[config.mk]
export PLATFORM = sky130hd
export DESIGN_NAME = power_unit_startup_sequencer_top
export DESIGN_NICKNAME = d
export VERILOG_FILES = /design/src/rtl/pusq_pkg.sv /design/src/rtl/pusq_cfg_regs.sv /design/src/rtl/pusq_in_reg.sv /design/src/rtl/pusq_core.sv /design/src/rtl/pusq_out_reg.sv /design/src/rtl/power_unit_startup_sequencer_top.sv
export SDC_FILE = /design/constraint.sdc
export NUM_CORES = 1
export LEC_CHECK = 0
export BUFFER_PORTS_ARGS = -buffer_cell sky130_fd_sc_hd__buf_2
export CORE_MARGIN = 1
export CORE_UTILIZATION = 61
export DETAILED_ROUTE_END_ITERATION = 10
export PLACE_DENSITY_LB_ADDON = 0.15
export SLEW_MARGIN = 20
export SYNTH_ARGS = -nofsm -noshare
export SYNTH_HDL_FRONTEND = slang
export SYNTH_SLANG_ARGS = --single-unit
[constraint.sdc]
create_clock -name clk -period 6.1 [get_ports clk]
set_input_delay 0.61 -clock clk [delete_from_list [all_inputs] [get_ports clk]]
set_output_delay 0.61 -clock clk [all_outputs]
set_load 0.02 [all_outputs]
[src/rtl/pusq_pkg.sv]
// Shared types, codes and helpers for the power unit startup sequencer.
package pusq_pkg;

    localparam int unsigned IN_DATA_W  = 64;
    localparam int unsigned IN_USER_W  = 4;
    localparam int unsigned OUT_DATA_W = 56;
    localparam int unsigned APB_ADDR_W = 5;
    localparam int unsigned APB_DATA_W = 32;

    // event codes carried in s_tuser
    localparam logic [3:0] ACT_TICK    = 4'd0;
    localparam logic [3:0] ACT_START   = 4'd1;
    localparam logic [3:0] ACT_STOP    = 4'd2;
    localparam logic [3:0] ACT_DEINIT  = 4'd3;
    localparam logic [3:0] ACT_CLEAR   = 4'd4;
    localparam logic [3:0] ACT_ERRSTOP = 4'd5;
    localparam logic [3:0] ACT_ESTOP   = 4'd6;
    localparam logic [3:0] ACT_HOST    = 4'd7;
    localparam logic [3:0] ACT_STATUS  = 4'd8;
    localparam logic [3:0] ACT_H2      = 4'd9;
    localparam logic [3:0] ACT_WATER   = 4'd10;
    localparam logic [3:0] ACT_ERROR   = 4'd11;
    localparam logic [3:0] ACT_POWER   = 4'd12;
    localparam logic [3:0] ACT_BUBBLE  = 4'd13;
    localparam logic [3:0] ACT_FETCH   = 4'd14;

    // configuration register indexes
    localparam logic [2:0] REG_INIT_DELAY   = 3'd0;
    localparam logic [2:0] REG_POWER_ON     = 3'd1;
    localparam logic [2:0] REG_SHUTDOWN     = 3'd2;
    localparam logic [2:0] REG_POWER_OFF    = 3'd3;
    localparam logic [2:0] REG_BLINK        = 3'd4;
    localparam logic [2:0] REG_LINK_TIMEOUT = 3'd5;
    localparam logic [2:0] REG_PRESS_LOW    = 3'd6;
    localparam logic [2:0] REG_PRESS_HIGH   = 3'd7;

    localparam logic [16:0] INIT_DELAY_RST   = 17'd800;
    localparam logic [16:0] POWER_ON_RST     = 17'd3000;
    localparam logic [16:0] SHUTDOWN_RST     = 17'd120000;
    localparam logic [16:0] POWER_OFF_RST    = 17'd6000;
    localparam logic [16:0] BLINK_RST        = 17'd100;
    localparam logic [7:0]  LINK_TIMEOUT_RST = 8'd200;
    localparam logic [12:0] PRESS_LOW_RST    = 13'd600;
    localparam logic [12:0] PRESS_HIGH_RST   = 13'd1000;

    // controller status codes
    localparam logic [7:0] STATUS_READY   = 8'd3;
    localparam logic [7:0] STATUS_CHARGED = 8'd6;
    localparam logic [7:0] STATUS_OFF     = 8'd9;

    localparam logic [9:0]  KW_MIN          = 10'd20;
    localparam logic [9:0]  KW_MAX          = 10'd655;
    localparam logic [15:0] KW_SCALE        = 16'd100;
    localparam logic [15:0] PRECHARGE_SETPT = 16'd2000;

    // lamp bits
    localparam logic [3:0] LAMP_G  = 4'b0001;
    localparam logic [3:0] LAMP_Y  = 4'b0010;
    localparam logic [3:0] LAMP_R  = 4'b0100;
    localparam logic [3:0] LAMP_BZ = 4'b1000;

    typedef struct packed {
        logic [16:0] init_delay;
        logic [16:0] power_on_wait;
        logic [16:0] shutdown_wait;
        logic [16:0] power_off_wait;
        logic [16:0] blink;
        logic [7:0]  link_timeout;
        logic [12:0] press_low;
        logic [12:0] press_high;
    } cfg_t;

    typedef struct packed {
        logic [3:0]  action;
        logic        enable;
        logic [7:0]  ctrl_status;
        logic [15:0] h2_source_raw;
        logic [7:0]  error_level_in;
        logic [15:0] error_code_in;
        logic [9:0]  kw_request;
    } item_t;

    typedef struct packed {
        logic [2:0]  unit_state;
        logic [7:0]  error_level;
        logic [15:0] err_code;
        logic        start_flag;
        logic [15:0] power_setpoint;
        logic [3:0]  lamp_state;
        logic        power_24v;
        logic        ignition;
        logic        power_signal;
        logic        emergency_stop;
        logic        bubble_removal;
    } result_t;

    // x / 10 for a 16-bit value by reciprocal multiply (exact over the range)
    function automatic logic [12:0] div_by_10(input logic [15:0] x);
        logic [31:0] p;
        p = 32'(x) * 32'd52429;
        return p[31:19];
    endfunction

endpackage

[src/rtl/pusq_cfg_regs.sv]
// APB configuration registers of the sequencer.
module pusq_cfg_regs
    import pusq_pkg::*;
(
    input  logic                  clk,
    input  logic                  rst_n,
    input  logic                  psel,
    input  logic                  penable,
    input  logic                  pwrite,
    input  logic [APB_ADDR_W-1:0] paddr,
    input  logic [APB_DATA_W-1:0] pwdata,
    output logic [APB_DATA_W-1:0] prdata,
    output logic                  pready,
    output cfg_t                  cfg
);

    cfg_t       cfg_reg;
    logic       wr_en;
    logic [2:0] idx;

    assign pready = 1'b1;
    assign wr_en  = psel && penable && pwrite;
    assign idx    = paddr[4:2];
    assign cfg    = cfg_reg;

    always_ff @(posedge clk or negedge rst_n)
    begin
        if (!rst_n)
        begin
            cfg_reg.init_delay     <= INIT_DELAY_RST;
            cfg_reg.power_on_wait  <= POWER_ON_RST;
            cfg_reg.shutdown_wait  <= SHUTDOWN_RST;
            cfg_reg.power_off_wait <= POWER_OFF_RST;
            cfg_reg.blink          <= BLINK_RST;
            cfg_reg.link_timeout   <= LINK_TIMEOUT_RST;
            cfg_reg.press_low      <= PRESS_LOW_RST;
            cfg_reg.press_high     <= PRESS_HIGH_RST;
        end
        else if (wr_en)
        begin
            case (idx)
                REG_INIT_DELAY:   cfg_reg.init_delay     <= pwdata[16:0];
                REG_POWER_ON:     cfg_reg.power_on_wait  <= pwdata[16:0];
                REG_SHUTDOWN:     cfg_reg.shutdown_wait  <= pwdata[16:0];
                REG_POWER_OFF:    cfg_reg.power_off_wait <= pwdata[16:0];
                REG_BLINK:        cfg_reg.blink          <= pwdata[16:0];
                REG_LINK_TIMEOUT: cfg_reg.link_timeout   <= pwdata[7:0];
                REG_PRESS_LOW:    cfg_reg.press_low      <= pwdata[12:0];
                REG_PRESS_HIGH:   cfg_reg.press_high     <= pwdata[12:0];
                default:          cfg_reg.press_high     <= cfg_reg.press_high;
            endcase
        end
    end

    always_comb
    begin
        case (idx)
            REG_INIT_DELAY:   prdata = 32'(cfg_reg.init_delay);
            REG_POWER_ON:     prdata = 32'(cfg_reg.power_on_wait);
            REG_SHUTDOWN:     prdata = 32'(cfg_reg.shutdown_wait);
            REG_POWER_OFF:    prdata = 32'(cfg_reg.power_off_wait);
            REG_BLINK:        prdata = 32'(cfg_reg.blink);
            REG_LINK_TIMEOUT: prdata = 32'(cfg_reg.link_timeout);
            REG_PRESS_LOW:    prdata = 32'(cfg_reg.press_low);
            REG_PRESS_HIGH:   prdata = 32'(cfg_reg.press_high);
            default:          prdata = '0;
        endcase
    end

endmodule

[src/rtl/pusq_in_reg.sv]
// Input register: captures one event transfer and unpacks its fields.
module pusq_in_reg
    import pusq_pkg::*;
(
    input  logic                 clk,
    input  logic                 rst_n,
    input  logic                 s_tvalid,
    output logic                 s_tready,
    input  logic [IN_DATA_W-1:0] s_tdata,
    input  logic [IN_USER_W-1:0] s_tuser,
    input  logic                 advance,
    output logic                 item_valid,
    output item_t                item
);

    logic  valid_reg;
    item_t item_reg;

    assign s_tready   = !valid_reg || advance;
    assign item_valid = valid_reg;
    assign item       = item_reg;

    always_ff @(posedge clk or negedge rst_n)
    begin
        if (!rst_n)
        begin
            valid_reg <= 1'b0;
        end
        else if (s_tready)
        begin
            valid_reg <= s_tvalid;
        end
    end

    always_ff @(posedge clk)
    begin
        if (s_tready && s_tvalid)
        begin
            item_reg.action         <= s_tuser;
            item_reg.enable         <= s_tdata[0];
            item_reg.ctrl_status    <= s_tdata[8:1];
            item_reg.h2_source_raw  <= s_tdata[24:9];
            item_reg.error_level_in <= s_tdata[32:25];
            item_reg.error_code_in  <= s_tdata[48:33];
            item_reg.kw_request     <= s_tdata[58:49];
        end
    end

endmodule

[src/rtl/pusq_core.sv]
// Sequencer state and the single-pass next-state logic for one event.
module pusq_core
    import pusq_pkg::*;
(
    input  logic    clk,
    input  logic    rst_n,
    input  logic    step,
    input  item_t   item,
    input  cfg_t    cfg,
    output result_t result
);

    typedef enum logic [2:0] {
        ST_INIT      = 3'd0,
        ST_IDLE      = 3'd1,
        ST_PRECHARGE = 3'd2,
        ST_RUNNING   = 3'd3,
        ST_SHUTDOWN  = 3'd4,
        ST_ERROR     = 3'd5,
        ST_DEINIT    = 3'd6,
        ST_NONE      = 3'd7
    } state_t;

    typedef struct packed {
        logic bubble;
        logic emerg;
        logic clear;
        logic deinit;
        logic start;
    } req_t;

    typedef struct packed {
        logic sig;
        logic ign;
        logic p24;
    } drive_t;

    state_t      cur_reg, cur_next;
    state_t      prev_reg, prev_next;
    logic        sub_reg, sub_next;
    logic [16:0] tick_reg, tick_next;
    logic [7:0]  upd_reg, upd_next;
    logic [7:0]  host_reg, host_next;
    req_t        rq_reg, rq_next;
    drive_t      dr_reg, dr_next;
    logic [7:0]  status_reg, status_next;
    logic [12:0] press_reg, press_next;
    logic [7:0]  flevel_reg, flevel_next;
    logic [15:0] fcode_reg, fcode_next;
    logic [15:0] setp_reg, setp_next;
    logic [3:0]  lamp_reg, lamp_next;

    logic        entry;
    logic        fault;
    logic [9:0]  kw_clamped;

    function automatic req_t set_start(input req_t rq, input logic en);
        req_t r;
        r = rq;
        if (r.start != en)
        begin
            r.deinit = 1'b0;
            r.start  = en;
            r.emerg  = 1'b0;
        end
        return r;
    endfunction

    always_comb
    begin
        cur_next    = cur_reg;
        prev_next   = prev_reg;
        sub_next    = sub_reg;
        tick_next   = tick_reg;
        upd_next    = upd_reg;
        host_next   = host_reg;
        rq_next     = rq_reg;
        dr_next     = dr_reg;
        status_next = status_reg;
        press_next  = press_reg;
        flevel_next = flevel_reg;
        fcode_next  = fcode_reg;
        setp_next   = setp_reg;
        lamp_next   = lamp_reg;
        entry       = 1'b0;
        fault       = 1'b0;
        kw_clamped  = (item.kw_request > KW_MAX) ? KW_MAX : item.kw_request;

        case (item.action)
            ACT_TICK:
            begin
                entry = (prev_next != cur_next);
                if (entry)
                begin
                    prev_next = cur_next;
                end

                // entry actions
                case (cur_next)
                    ST_INIT:
                    begin
                        if (entry)
                        begin
                            lamp_next = LAMP_G | LAMP_Y | LAMP_R | LAMP_BZ;
                            tick_next = cfg.init_delay;
                            sub_next  = 1'b0;
                        end
                    end
                    ST_IDLE:
                    begin
                        if (entry)
                        begin
                            lamp_next = LAMP_G;
                        end
                    end
                    ST_PRECHARGE:
                    begin
                        if (entry)
                        begin
                            lamp_next = LAMP_G | LAMP_Y;
                        end
                    end
                    ST_RUNNING:
                    begin
                        if (entry)
                        begin
                            lamp_next      = LAMP_Y;
                            rq_next.bubble = 1'b0;
                        end
                    end
                    ST_SHUTDOWN:
                    begin
                        if (entry)
                        begin
                            lamp_next = LAMP_G | LAMP_Y;
                            tick_next = cfg.shutdown_wait;
                            sub_next  = 1'b0;
                        end
                    end
                    ST_ERROR:
                    begin
                        if (entry)
                        begin
                            lamp_next = LAMP_R | LAMP_BZ;
                            tick_next = cfg.blink;
                        end
                    end
                    default:
                    begin
                        if (entry)
                        begin
                            dr_next.p24 = 1'b0;
                            dr_next.ign = 1'b0;
                        end
                    end
                endcase

                // controller fault and pressure window
                if (cur_next <= ST_SHUTDOWN)
                begin
                    if (flevel_next > 8'd1)
                    begin
                        fault    = 1'b1;
                        cur_next = ST_ERROR;
                        if (rq_next.start)
                        begin
                            rq_next.start = 1'b0;
                            rq_next.emerg = 1'b1;
                        end
                    end
                    else if (cur_next == ST_RUNNING &&
                             (press_next < cfg.press_low || press_next >= cfg.press_high))
                    begin
                        fault    = 1'b1;
                        rq_next  = set_start(rq_next, 1'b0);
                        cur_next = ST_ERROR;
                    end
                end

                if (!fault)
                begin
                    case (cur_next)
                        ST_INIT:
                        begin
                            if (!sub_next)
                            begin
                                if (tick_next == 17'd1)
                                begin
                                    tick_next   = cfg.power_on_wait;
                                    dr_next.p24 = 1'b1;
                                    dr_next.ign = 1'b1;
                                    dr_next.sig = 1'b1;
                                    sub_next    = 1'b1;
                                end
                            end
                            else if (status_next == STATUS_READY)
                            begin
                                cur_next = ST_IDLE;
                            end
                            else if (tick_next == 17'd1)
                            begin
                                cur_next = ST_ERROR;
                            end
                        end
                        ST_IDLE:
                        begin
                            if (rq_next.start)
                            begin
                                cur_next = ST_PRECHARGE;
                            end
                            else if (rq_next.deinit)
                            begin
                                cur_next = ST_SHUTDOWN;
                            end
                        end
                        ST_PRECHARGE:
                        begin
                            if (!rq_next.start)
                            begin
                                cur_next = ST_SHUTDOWN;
                            end
                            else if (status_next == STATUS_CHARGED)
                            begin
                                cur_next = ST_RUNNING;
                            end
                        end
                        ST_RUNNING:
                        begin
                            if (!rq_next.start)
                            begin
                                cur_next = ST_SHUTDOWN;
                            end
                        end
                        ST_SHUTDOWN:
                        begin
                            if (!sub_next)
                            begin
                                if (status_next == STATUS_READY)
                                begin
                                    tick_next   = cfg.power_off_wait;
                                    dr_next.sig = 1'b0;
                                    sub_next    = 1'b1;
                                end
                                else if (tick_next == 17'd1)
                                begin
                                    cur_next = ST_ERROR;
                                end
                            end
                            else if (status_next == STATUS_OFF)
                            begin
                                cur_next = rq_next.deinit ? ST_DEINIT : ST_INIT;
                            end
                            else if (tick_next == 17'd1)
                            begin
                                cur_next = ST_ERROR;
                            end
                        end
                        ST_ERROR:
                        begin
                            if (tick_next == 17'd1)
                            begin
                                lamp_next = lamp_next ^ (LAMP_R | LAMP_BZ);
                                tick_next = cfg.blink;
                            end
                            if (rq_next.clear)
                            begin
                                dr_next.p24   = 1'b0;
                                dr_next.ign   = 1'b0;
                                flevel_next   = '0;
                                fcode_next    = '0;
                                cur_next      = rq_next.deinit ? ST_DEINIT : ST_INIT;
                                rq_next.clear = 1'b0;
                            end
                        end
                        default:
                        begin
                            if (rq_next.start)
                            begin
                                cur_next = ST_INIT;
                            end
                        end
                    endcase
                end

                if (tick_next > 17'd1)
                begin
                    tick_next = tick_next - 17'd1;
                end

                // data update and host link timeouts
                if (cur_next > ST_INIT)
                begin
                    if (upd_next < cfg.link_timeout)
                    begin
                        upd_next = upd_next + 8'd1;
                        if (upd_next >= cfg.link_timeout && cur_next != ST_ERROR)
                        begin
                            rq_next  = set_start(rq_next, 1'b0);
                            cur_next = ST_ERROR;
                        end
                    end
                end
                else
                begin
                    upd_next = '0;
                end

                if (host_next < cfg.link_timeout)
                begin
                    host_next = host_next + 8'd1;
                    if (host_next >= cfg.link_timeout && cur_next != ST_ERROR)
                    begin
                        rq_next  = set_start(rq_next, 1'b0);
                        cur_next = ST_ERROR;
                    end
                end
            end
            ACT_START:
            begin
                rq_next = set_start(rq_next, 1'b1);
            end
            ACT_STOP:
            begin
                rq_next = set_start(rq_next, 1'b0);
            end
            ACT_DEINIT:
            begin
                rq_next.deinit = 1'b1;
                if (cur_next == ST_ERROR)
                begin
                    rq_next.clear = 1'b1;
                end
                if (rq_next.start)
                begin
                    rq_next.start = 1'b0;
                    rq_next.emerg = 1'b0;
                end
            end
            ACT_CLEAR:
            begin
                if (cur_next == ST_ERROR)
                begin
                    rq_next.clear = 1'b1;
                end
            end
            ACT_ERRSTOP:
            begin
                if (cur_next != ST_ERROR)
                begin
                    rq_next  = set_start(rq_next, 1'b0);
                    cur_next = ST_ERROR;
                end
            end
            ACT_ESTOP:
            begin
                if (rq_next.start)
                begin
                    rq_next.start = 1'b0;
                    rq_next.emerg = 1'b1;
                end
            end
            ACT_HOST:
            begin
                host_next = '0;
            end
            ACT_STATUS:
            begin
                status_next = item.ctrl_status;
                upd_next    = '0;
            end
            ACT_H2:
            begin
                press_next = div_by_10(item.h2_source_raw);
                upd_next   = '0;
            end
            ACT_WATER:
            begin
                upd_next = '0;
            end
            ACT_ERROR:
            begin
                flevel_next = item.error_level_in;
                fcode_next  = item.error_code_in;
                upd_next    = '0;
            end
            ACT_POWER:
            begin
                if (item.kw_request >= KW_MIN)
                begin
                    setp_next = 16'(kw_clamped) * KW_SCALE;
                end
            end
            ACT_BUBBLE:
            begin
                if (cur_next != ST_RUNNING)
                begin
                    rq_next.bubble = item.enable;
                end
            end
            ACT_FETCH:
            begin
                if (cur_next == ST_PRECHARGE)
                begin
                    setp_next = PRECHARGE_SETPT;
                end
            end
            default:
            begin
                setp_next = setp_reg;
            end
        endcase
    end

    always_ff @(posedge clk or negedge rst_n)
    begin
        if (!rst_n)
        begin
            cur_reg    <= ST_INIT;
            prev_reg   <= ST_NONE;
            sub_reg    <= 1'b0;
            tick_reg   <= '0;
            upd_reg    <= '0;
            host_reg   <= '0;
            rq_reg     <= '0;
            dr_reg     <= '0;
            status_reg <= '0;
            press_reg  <= '0;
            flevel_reg <= '0;
            fcode_reg  <= '0;
            setp_reg   <= '0;
            lamp_reg   <= '0;
        end
        else if (step)
        begin
            cur_reg    <= cur_next;
            prev_reg   <= prev_next;
            sub_reg    <= sub_next;
            tick_reg   <= tick_next;
            upd_reg    <= upd_next;
            host_reg   <= host_next;
            rq_reg     <= rq_next;
            dr_reg     <= dr_next;
            status_reg <= status_next;
            press_reg  <= press_next;
            flevel_reg <= flevel_next;
            fcode_reg  <= fcode_next;
            setp_reg   <= setp_next;
            lamp_reg   <= lamp_next;
        end
    end

    always_comb
    begin
        result.unit_state     = cur_next;
        result.error_level    = flevel_next;
        result.err_code       = fcode_next;
        result.start_flag     = rq_next.start;
        result.power_setpoint = setp_next;
        result.lamp_state     = lamp_next;
        result.power_24v      = dr_next.p24;
        result.ignition       = dr_next.ign;
        result.power_signal   = dr_next.sig;
        result.emergency_stop = rq_next.emerg;
        result.bubble_removal = rq_next.bubble;
    end

endmodule

[src/rtl/pusq_out_reg.sv]
// Result register: holds one snapshot until the receiver takes it.
module pusq_out_reg
    import pusq_pkg::*;
(
    input  logic                  clk,
    input  logic                  rst_n,
    input  logic                  load,
    input  result_t               result,
    output logic                  m_tvalid,
    input  logic                  m_tready,
    output logic [OUT_DATA_W-1:0] m_tdata
);

    logic    valid_reg;
    result_t res_reg;

    assign m_tvalid = valid_reg;
    assign m_tdata  = {3'd0,
                       res_reg.bubble_removal,
                       res_reg.emergency_stop,
                       res_reg.power_signal,
                       res_reg.ignition,
                       res_reg.power_24v,
                       res_reg.lamp_state,
                       res_reg.power_setpoint,
                       res_reg.start_flag,
                       res_reg.err_code,
                       res_reg.error_level,
                       res_reg.unit_state};

    always_ff @(posedge clk or negedge rst_n)
    begin
        if (!rst_n)
        begin
            valid_reg <= 1'b0;
        end
        else if (load)
        begin
            valid_reg <= 1'b1;
        end
        else if (m_tready)
        begin
            valid_reg <= 1'b0;
        end
    end

    always_ff @(posedge clk)
    begin
        if (load)
        begin
            res_reg <= result;
        end
    end

endmodule

[src/rtl/power_unit_startup_sequencer_top.sv]
// Top level of the fuel-cell power unit startup sequencer.
//
// Events enter on the s_ stream: tuser carries the event code (tick, host
// request or controller report), tdata its arguments. Every accepted event
// produces exactly one snapshot transfer on the m_ stream.
// Configuration registers sit on the APB port at byte address 4*index;
// write them only while no event is in flight.
//
// An event passes the input register, then one pass of next-state logic
// into the state and result registers, before m_tvalid rises.
// Throughput: one event per cycle while the receiver keeps up; the rate
// is set by the state update loop, which handles each event in one pass.
// Reset puts the sequencer in init with all flags clear and the registers
// at their defaults. When the receiver stalls, the result register holds
// its snapshot and the input register takes one more event; s_tready then
// drops until the result is taken.
module power_unit_startup_sequencer_top
    import pusq_pkg::*;
(
    input  logic                  clk,
    input  logic                  rst_n,
    input  logic                  s_tvalid,
    output logic                  s_tready,
    // [0] enable, [8:1] ctrl_status, [24:9] h2_source_raw,
    // [32:25] error_level_in, [48:33] error_code_in, [58:49] kw_request
    input  logic [IN_DATA_W-1:0]  s_tdata,
    // [3:0] action
    input  logic [IN_USER_W-1:0]  s_tuser,
    output logic                  m_tvalid,
    input  logic                  m_tready,
    // [2:0] unit_state, [10:3] error_level, [26:11] err_code,
    // [27] start_flag, [43:28] power_setpoint, [47:44] lamp_state,
    // [48] power_24v, [49] ignition, [50] power_signal,
    // [51] emergency_stop, [52] bubble_removal
    output logic [OUT_DATA_W-1:0] m_tdata,
    input  logic                  psel,
    input  logic                  penable,
    input  logic                  pwrite,
    input  logic [APB_ADDR_W-1:0] paddr,
    input  logic [APB_DATA_W-1:0] pwdata,
    output logic [APB_DATA_W-1:0] prdata,
    output logic                  pready
);

    cfg_t    cfg;
    item_t   item;
    result_t result;
    logic    item_valid;
    logic    advance;
    logic    step;

    assign advance = !m_tvalid || m_tready;
    assign step    = item_valid && advance;

    pusq_cfg_regs u_cfg (
        .clk     (clk),
        .rst_n   (rst_n),
        .psel    (psel),
        .penable (penable),
        .pwrite  (pwrite),
        .paddr   (paddr),
        .pwdata  (pwdata),
        .prdata  (prdata),
        .pready  (pready),
        .cfg     (cfg)
    );

    pusq_in_reg u_in (
        .clk        (clk),
        .rst_n      (rst_n),
        .s_tvalid   (s_tvalid),
        .s_tready   (s_tready),
        .s_tdata    (s_tdata),
        .s_tuser    (s_tuser),
        .advance    (advance),
        .item_valid (item_valid),
        .item       (item)
    );

    pusq_core u_core (
        .clk    (clk),
        .rst_n  (rst_n),
        .step   (step),
        .item   (item),
        .cfg    (cfg),
        .result (result)
    );

    pusq_out_reg u_out (
        .clk      (clk),
        .rst_n    (rst_n),
        .load     (step),
        .result   (result),
        .m_tvalid (m_tvalid),
        .m_tready (m_tready),
        .m_tdata  (m_tdata)
    );

endmodule

# Word-level counts from Yosys, hierarchy flattened
# Cells that the tools add are included.
classes:
  addsub: 3
  bitwise_logic: 2
  reduce_logical: 44
  mul: 2
  n_eq_ne: 45
  n_mux: 131
  magnitude_cmp: 12
ops:
  columns: ["cell", "n"]
  rows:
  - ["case mux 32 bit (8 select lines)", 1]
  - ["two-way mux 17 bit", 12]
  - ["case mux 17 bit (3 select lines)", 2]
  - ["two-way mux 3 bit", 31]
  - ["two-way mux 16 bit", 5]
  - ["two-way mux 4 bit", 18]
  - ["case mux 16 bit (2 select lines)", 2]
  - ["two-way mux 8 bit", 6]
  - ["case mux 8 bit (2 select lines)", 3]
  - ["multiplier 16 x 16 -> 32 bit (second input constant)", 1]
  - ["two-way mux 1 bit", 29]
  - ["== test 4 bit (second input constant)", 7]
  - ["== test 3 bit (second input constant)", 8]
  - ["AND reduction 2 bit", 11]
  - ["case mux 4 bit (5 select lines)", 1]
  - ["== test 3 x 2 -> 1 bit (second input constant)", 6]
  - ["case mux 3 bit (6 select lines)", 1]
  - ["== test 17 x 1 -> 1 bit (second input constant)", 1]
  - ["greater-than comparator 17 x 1 -> 1 bit (second input constant)", 1]
  - ["subtractor 17 x 1 -> 17 bit (second input constant)", 1]
  - ["adder 8 x 1 -> 8 bit (second input constant)", 2]
  - ["== test 4 x 3 -> 1 bit (second input constant)", 4]
  - ["greater-or-equal comparator 8 bit", 2]
  - ["less-than comparator 8 bit", 2]
  - ["other kinds (41)", 82]
word_totals:
  in_bits: 112
  ff_bits: 350
  out_inout_bits: 91
  wordCells: 287

# Logic depth before layout (Yosys ltp)
# Gate-level depths: netlist of run 1.
logic_depth:
  word_depth: 24
  depth_mapped: 23
  depth_no_buf: 23

# Modules after synthesis
# A second synthesis of run 1 with hierarchy kept.
hier_totals:
  cells_unflattened: 2190
  hier_area_um2: 23834.1
modules_own_cells:
  columns: ["module", "seq_area_each_um2", "area_each_um2", "n_inst", "cells_per_inst"]
  rows:
  - ["pusq_core", 2831.5, 14562.7, 1, 1651]
  - ["pusq_cfg_regs", 3027.9, 5649.2, 1, 410]
  - ["pusq_in_reg", 1916.8, 1945.6, 1, 67]
  - ["pusq_out_reg", 1616.6, 1654.1, 1, 60]
  - ["power_unit_startup_sequencer_top", 0.0, 22.5, 1, 2]

# Least setup slack after synthesis of run 1
# No wires, ideal clock.
synth_path:
  kind: "register to register"
  from: "register u_in.item_reg, in the netlist u_in.item[39]"
  to: "register u_core.press_reg[12]"
  synth_period_minus_slack_ns: 5.442
  stages_incl_launch_ff: 22
  n_path_buf: 0
  required_ns: 5.966
  t_arrival_ns: 5.308
  setup_ns: 0.134
  path_slack_ns: 0.658
  path_cell_list: "edfxtp_1 > ha_1 > fa_1 > fa_1 > inv_1 > fa_1 > fa_1 > fa_1 > inv_1 > ha_1 > o21ai_0 > nand2b_1 > nand4_1 > or3_1 > nand4_1 > nand2_1 > o21ai_0 > a211oi_1 > o21a_1 > o21bai_1 > xnor2_1 > o21ai_0"
synth_between:
  elab_chain_cells: 1
synth_lines:
  columns: ["item", "line", "text"]
  rows:
  - ["from (decl)", "pusq_in_reg.sv:17", "item_t item_reg;"]
  - ["multiplier 16 x 16 -> 32 bit", "pusq_pkg.sv:100", "p = 32'(x) * 32'd52429;"]
  - ["to (signal assigned)", "pusq_core.sv:444", "press_reg <= press_next;"]
  - ["to (decl)", "pusq_core.sv:47", "logic [12:0] press_reg, press_next;"]
# No other way between the ends.
# A chain may end at the register's enable or synchronous reset.

# Worst setup path in the final report of run 1
layout_path:
  from: "register u_in.item_reg, in the netlist u_in.item[42]"
  to: "register u_core.press_reg[12]"
# Same word-level chain as after synthesis.

==> flow_summary.json, run 1 <==
{
  "cts-htree-levels": 2,
  "min_period_ps": 5780,
  "fin_setup_tns_ps": 0,
  "ir_drop_mv": 0.271,
  "final_common_cell": "nand2_1",
  "endpoint": "u_core.press_reg[12]",
  "clkTransAtPathRegs_ps": 60,
  "avgSynthCellArea_sq_um": 10.1,
  "cts_hold_buffers": 0,
  "areaGrowthSynthToFinish_pct": 11.7,
  "swShare": 0.428,
  "hp-class": "input port to asynchronous set/reset pin",
  "synth_flop_cell": "dfrtp_1",
  "regToRegStartpoint": "u_in.item[42]",
  "nNetsFinal": 2973,
  "p_int_mw": 7.05,
  "io_pins": 203,
  "route.detailed.drc": 0,
  "layout.cells.most_common_list": "nand2_1 (318), inv_1 (238), ha_1 (224)",
  "vias": 19000,
  "die_width_um": 201,
  "rsz0062_at_grt": "no",
  "grt_antenna_before_repair": 3,
  "cap_violations": 0,
  "power_density_nw_per_um2": 457,
  "yosysTopAreaCell": "dfrtp_1",
  "yosysSeqAreaShare": 0.389,
  "track_usage": 0.333,
  "cts_tree": "built",
  "skew_ps": 15.3,
  "ctsLongestPathBuffers": 3,
  "drt_first_iter_violations": 1497,
  "grt_pass1_vias": 19200,
  "dp_hpwl_mm": 49.6,
  "start_util": 0.622,
  "seq_power_share": 0.283,
  "die_h_um": 201,
  "slew_violations": 0,
  "synth_top_cell_area_share": 0.198,
  "die_area_sq_um": 40400,
  "fillers": 3045,
  "cts_buffers": 40,
  "ant_nets": 0,
  "p_comb_frac": 0.513,
  "dr.pass1.iters": 6,
  "fp-row-count": 72,
  "grt_pass1_wl_mm": 105,
  "yosys_warnings": 0,
  "cp-startpoint": "u_in.item[42]",
  "start_kind": "flop",
  "clock_latency_ps": 570,
  "clockRootBuffer": "clkbuf_16",
  "largest_register_ffs": 119,
  "synth.cell_area_sq_um": 24100,
  "wirelength_mm": 66.4,
  "maxSlewHeadroom": 0.287,
  "place_congestion": 1.01,
  "timing.fmax_mhz": 173,
  "dpl_cell_area_sq_um": 25500,
  "ys_ff_latch": 350,
  "yosys.cell_types.count": 102,
  "power_mw": 12.3,
  "port_buffers": 161,
  "grt.overflow.total": 0,
  "r2r_slack_ps": 320,
  "synth_edf_count": 116,
  "required_ps": 6500,
  "reg2reg_depth": 22,
  "cp-end-kind": "flop",
  "p_switching_mw": 5.27,
  "reg2reg_to": "u_core.press_reg[12]",
  "min_period_over_period": 0.948,
  "hold_viol_final": 0,
  "drive_gt1_frac": 0.186,
  "syn_inst": 2391,
  "grt_max_degree": 151,
  "worstPathMaxFanout": 4,
  "status": "complete, no violations",
  "routed_via_density": 6.12,
  "async_flop_share": 0.669,
  "clock-sinks": 350,
  "clkPwrFrac": 0.204,
  "crit_type": "flop to flop",
  "coreArea_sq_um": 38800,
  "synth_area_leaders": "dfrtp_1 (20%), edfxtp_1 (14%), ha_1 (12%), fa_1 (7.1%), mux2_2 (5.2%)",
  "wl_per_cell_um": 21.4,
  "final-setup-viol-count": 0,
  "post-route-cell-area_sq_um": 27000,
  "worst_pin_slew_ps": 1070,
  "p_leak_nw": 12.7,
  "critPathArrivalTime_ps": 6180
}
==> worst min path at each step <==
stage / start / end / cells after the start
floorplan: rst_n / u_cfg.cfg[0] / 0
global placement: u_core.setp_reg[15] / u_core.setp_reg[15] / 2
detailed placement: u_core.setp_reg[4] / u_core.setp_reg[4] / 2
CTS: rst_n / u_cfg.cfg[48] / 1
global route: rst_n / u_cfg.cfg[115] / 1
finish: rst_n / u_cfg.cfg[99] / 1
==> area by class of cell <==
| cell class | count | area, sq um | area share |
|---|---|---|---|
| multi-input combinational | 1705 | 13400 | 0.497 |
| sequential | 350 | 9390 | 0.348 |
| timing repair buffer | 215 | 1250 | 0.0462 |
| clock buffer | 59 | 1170 | 0.0436 |
| inverter | 239 | 900 | 0.0334 |
| tap | 518 | 648 | 0.0240 |
| clock inverter | 15 | 205 | 0.00761 |
| antenna | 1 | 2.50 | 0.0000928 |
==> power groups by stage <==
stage	combinational, mW	sequential [mW]	clock, mW
floorplan	4.53	3.40	0
global placement	6.01	3.48	0
detailed placement	6.19	3.50	0
CTS	6.25	3.47	2.56
global route	7.02	3.54	2.64
finish	6.32	3.48	2.52
==> cells in the mapped netlist, drive strengths merged (7+ instances only) <==
library cell  instances
mux2                112
or3                   8
nor4                 12
a22o                 38
nand2               321
nor2                106
o31a                  8
dfrtp               191
xnor2                30
buf                  48
and2                 15
a221o                 7
nor3                 31
o211ai               13
o21a                 25
edfxtp              116
and3                 19
mux2i                25
o31ai                16
a21oi                82
clkbuf               66
fa                   86
o21ai               157
nand2b               22
a211oi               19
mux4                  8
nor2b                15
o22ai                15
inv                 238
a21o                 19
ha                  224
or2                   7
nand4                25
dfstp                43
a21boi                9
a31oi                25
a221oi               15
nand3                50
xor2                 19
==> stage by stage <==
step                hold WS, ps   util  instances  worst slack (ps)
CTS                        73.1  0.693       3096               130
detailed placement          461  0.658       3022               137
global route                104  0.695       3102             0.330
finish                     44.7  0.695       3102               315
global placement            456  0.658       3022               268
floorplan                   314      -       2408               658
==> critical path, cell delays in order (launching register included) <==
cell,delay [ps]
edfxtp_1,440
ha_1,340
ha_1,280
ha_1,270
inv_1,50
fa_1,540
inv_1,60
fa_1,520
fa_1,530
ha_1,240
or3_1,370
a2111oi_0,400
buf_4,190
or3_1,140
nand4_1,150
nand2_1,110
o21ai_1,100
a211oi_1,240
buf_4,170
o21a_1,160
o21bai_1,90
xnor2_1,130
o21ai_0,100
==> cells by family (layout without fill, tap and decap cells) <==
group	after synthesis	in the layout	share of synthesized area
other cells	2	20	0.000311
xor+xnor	49	49	0.0181
fa+ha+maj	310	310	0.187
buf+inv	353	528	0.0599
mux	145	145	0.0701
simple gates	661	661	0.130
compound gates	521	521	0.146
flops	350	350	0.389
==> per-layer routing <==
layer,share of wire,vias to the layer above,GRT usage
li1,-,8781,-
met1,0.41,9337,0.431
met2,0.49,709,0.568
met3,0.061,163,0.0458
met4,0.037,0,0.126
met5,0,-,0
==> repair_timing <==
action / 4_1_cts / 5_1_grt
setup endpoints to repair: 0 / 2
resized for setup: 0 / 1
buffers inserted: 0 / 5
No activity file was read; power rests on OpenSTA's default activity.
==> run 2: changes to the inputs <==
--- a/config.mk
+++ b/config.mk
@@ -13,4 +13,5 @@
 export SLEW_MARGIN = 20
 export SYNTH_ARGS = -nofsm -noshare
 export SYNTH_HDL_FRONTEND = slang
+export SYNTH_HIERARCHICAL = 1
 export SYNTH_SLANG_ARGS = --single-unit
==> flow_summary.json, run 2 <==
{
  "status": "complete, no violations",
  "synth.cell_area_sq_um": 23800,
  "grt.overflow.total": 0,
  "p_switching_mw": 5.35,
  "die_area_sq_um": 39900,
  "wl_per_cell_um": 21.0,
  "dpl_worst_slack_ps": -166,
  "avgSynthCellArea_sq_um": 10.9,
  "largest_register_ffs": 119,
  "swShare": 0.424,
  "synth_flop_cell": "dfrtp_1",
  "ant_nets": 0,
  "synth_edf_count": 116,
  "rsz0062_at_grt": "yes",
  "worst_pin_slew_ps": 1060,
  "crit_type": "flop to flop",
  "grt_pass1_wl_mm": 94.3,
  "final_common_cell": "ha_1",
  "multi_input_area_sq_um": 13300,
  "die_h_um": 200,
  "post-route-cell-area_sq_um": 26800,
  "dpl_cell_area_sq_um": 25200,
  "synth.most_common_cell": "ha_1",
  "fin_setup_tns_ps": 0,
  "ctsLongestPathBuffers": 3,
  "synth_top_cells_by_count": "ha_1 (223), inv_1 (211), dfrtp_1 (191)",
  "seq_area_sq_um": 9390,
  "wirelength_mm": 61.4,
  "syn_inst": 2190,
  "ys_ff_latch": 350,
  "p_int_mw": 7.27,
  "grt_max_degree": 143,
  "layout.cells.most_common_list": "ha_1 (216), inv_1 (211), dfrtp_1 (190)",
  "worstPathMaxFanout": 3,
  "timing.fmax_mhz": 171,
  "min_period_over_period": 0.961,
  "fp-row-count": 72,
  "final-setup-viol-count": 0,
  "routed_via_density": 6.02,
  "grt_antenna_before_repair": 4,
  "start_util": 0.618,
  "grt_pass1_vias": 17200,
  "dp_hpwl_mm": 46.2,
  "power_density_nw_per_um2": 472,
  "track_usage": 0.310,
  "cts-htree-levels": 2,
  "hp-class": "input port to asynchronous set/reset pin",
  "p_comb_frac": 0.531,
  "clkTransAtPathRegs_ps": 60,
  "yosysSeqAreaShare": 0.394,
  "synth_top_cell_area_share": 0.201,
  "vias": 17600,
  "synth_area_leaders": "dfrtp_1 (20%), edfxtp_1 (15%), ha_1 (12%), mux2_2 (7.8%), fa_1 (7.2%)",
  "port_buffers": 161,
  "ir_drop_mv": 0.332,
  "required_ps": 6520,
  "yosysTopAreaCell": "dfrtp_1",
  "nNetsFinal": 2788,
  "slew_violations": 0,
  "start_kind": "flop",
  "drt_first_iter_violations": 1693,
  "cts_buffers": 40,
  "hold_viol_final": 0,
  "io_pins": 203,
  "drive_gt1_frac": 0.234,
  "route.detailed.drc": 0,
  "place_congestion": 1.01,
  "power_mw": 12.6,
  "cp-end-kind": "flop",
  "fillers": 2956,
  "yosys.cell_types.count": 100,
  "coreArea_sq_um": 38600,
  "worst_slack_ps": 240,
  "final_cells": 2919,
  "min_period_ps": 5860,
  "yosys_warnings": 6,
  "maxSlewHeadroom": 0.288,
  "skew_ps": 24.6,
  "dr.pass1.iters": 6,
  "seq_power_share": 0.283,
  "areaGrowthSynthToFinish_pct": 12.3,
  "cts_tree": "built",
  "dp.cells": 2832,
  "clkPwrFrac": 0.186,
  "clock_latency_ps": 570,
  "clockRootBuffer": "clkbuf_16",
  "p_leak_nw": 12.3,
  "async_flop_share": 0.669,
  "cap_violations": 0,
  "die_width_um": 200,
  "clock-sinks": 350,
  "critPathArrivalTime_ps": 6280
}
==> run 2: critical path, cell delays in order (launching register included) <==
cell       delay (ps)
edfxtp_1          420
buf_6             150
ha_4              260
fa_2              470
fa_1              560
inv_1              50
fa_1              480
inv_1              60
fa_1              530
fa_1              440
ha_1              290
nand2_1            60
a21oi_1            50
a221oi_1          250
inv_1              90
a311o_1           380
a2111oi_4         300
buf_4             180
o31ai_4            80
a31oi_4           220
nor2_1             60
nor2_1            130
xor2_1            150
o21ai_1            70
==> run 2: logic make-up after synthesis <==
group,synth area share
buffers and inverters,0.0579
other,0.000472
XOR/XNOR,0.0169
flip-flops,0.394
multiplexers,0.110
AND/OR/NAND/NOR,0.0989
AO/OA/AOI/OAI,0.133
adder cells (fa/ha/maj),0.189
==> run 2: what timing repair did <==
action	CTS	global route
hold endpoints to repair	0	0
cloned	0	0
pin swaps	10	20
buffers inserted	5	6
resized for setup	5	17
setup endpoints to repair	7	8
hold buffers	0	0
==> run 2: final timing paths <==
| check | startpoint | to | slack [ps] | cells after the start |
|---|---|---|---|---|
| worst max-delay path | u_in/item[39] | u_core/press_reg[11] | 240 | 23 |
| worst min-delay path | rst_n | u_core/tick_reg[10] | 30 | 1 |
| worst max register to register | u_in/item[39] | u_core/press_reg[11] | 240 | 23 |
| worst min register to register | u_in/item[54] | u_core/status_reg[4] | 470 | 1 |
| max in group asynchronous | rst_n | u_core/press_reg[1] | 4870 | 2 |
| min in group clk | s_tdata[33] | u_in/item[10] | 220 | 1 |
==> run 2: stage by stage <==
step | utilization | hold slack, ps
6_report | 0.694 | 32.7
5_1_grt | 0.694 | 97.0
4_1_cts | 0.690 | 77.4
2_1_floorplan | - | 314
3_5_place_dp | 0.654 | 467
3_3_place_gp | 0.654 | 459
==> run 2: power by group through the flow <==
stage	logic (mW)	registers [mW]	clock network, mW
2_1_floorplan	4.66	3.50	0
3_3_place_gp	6.14	3.57	0
4_1_cts	6.45	3.56	2.40
5_1_grt	7.44	3.65	2.49
3_5_place_dp	6.33	3.59	0
6_report	6.70	3.58	2.35
==> run 2: area by class of cell <==
class	instances	share of cell area
clock inverter	20	0.00612
timing repair buffer	228	0.0499
sequential	350	0.351
tap	518	0.0242
clock buffer	53	0.0427
multi-input combinational	1534	0.496
inverter	213	0.0299
antenna	3	0.000280
==> run 2: per-layer routing <==
metal,global-route usage,wire length [um],up-vias,part of all wire
met5,0,10,-,0.00016
met2,0.483,28600,615,0.47
met3,0.0560,4190,129,0.068
met1,0.437,26800,8624,0.44
li1,-,-,8194,-
met4,0.104,1760,2,0.029
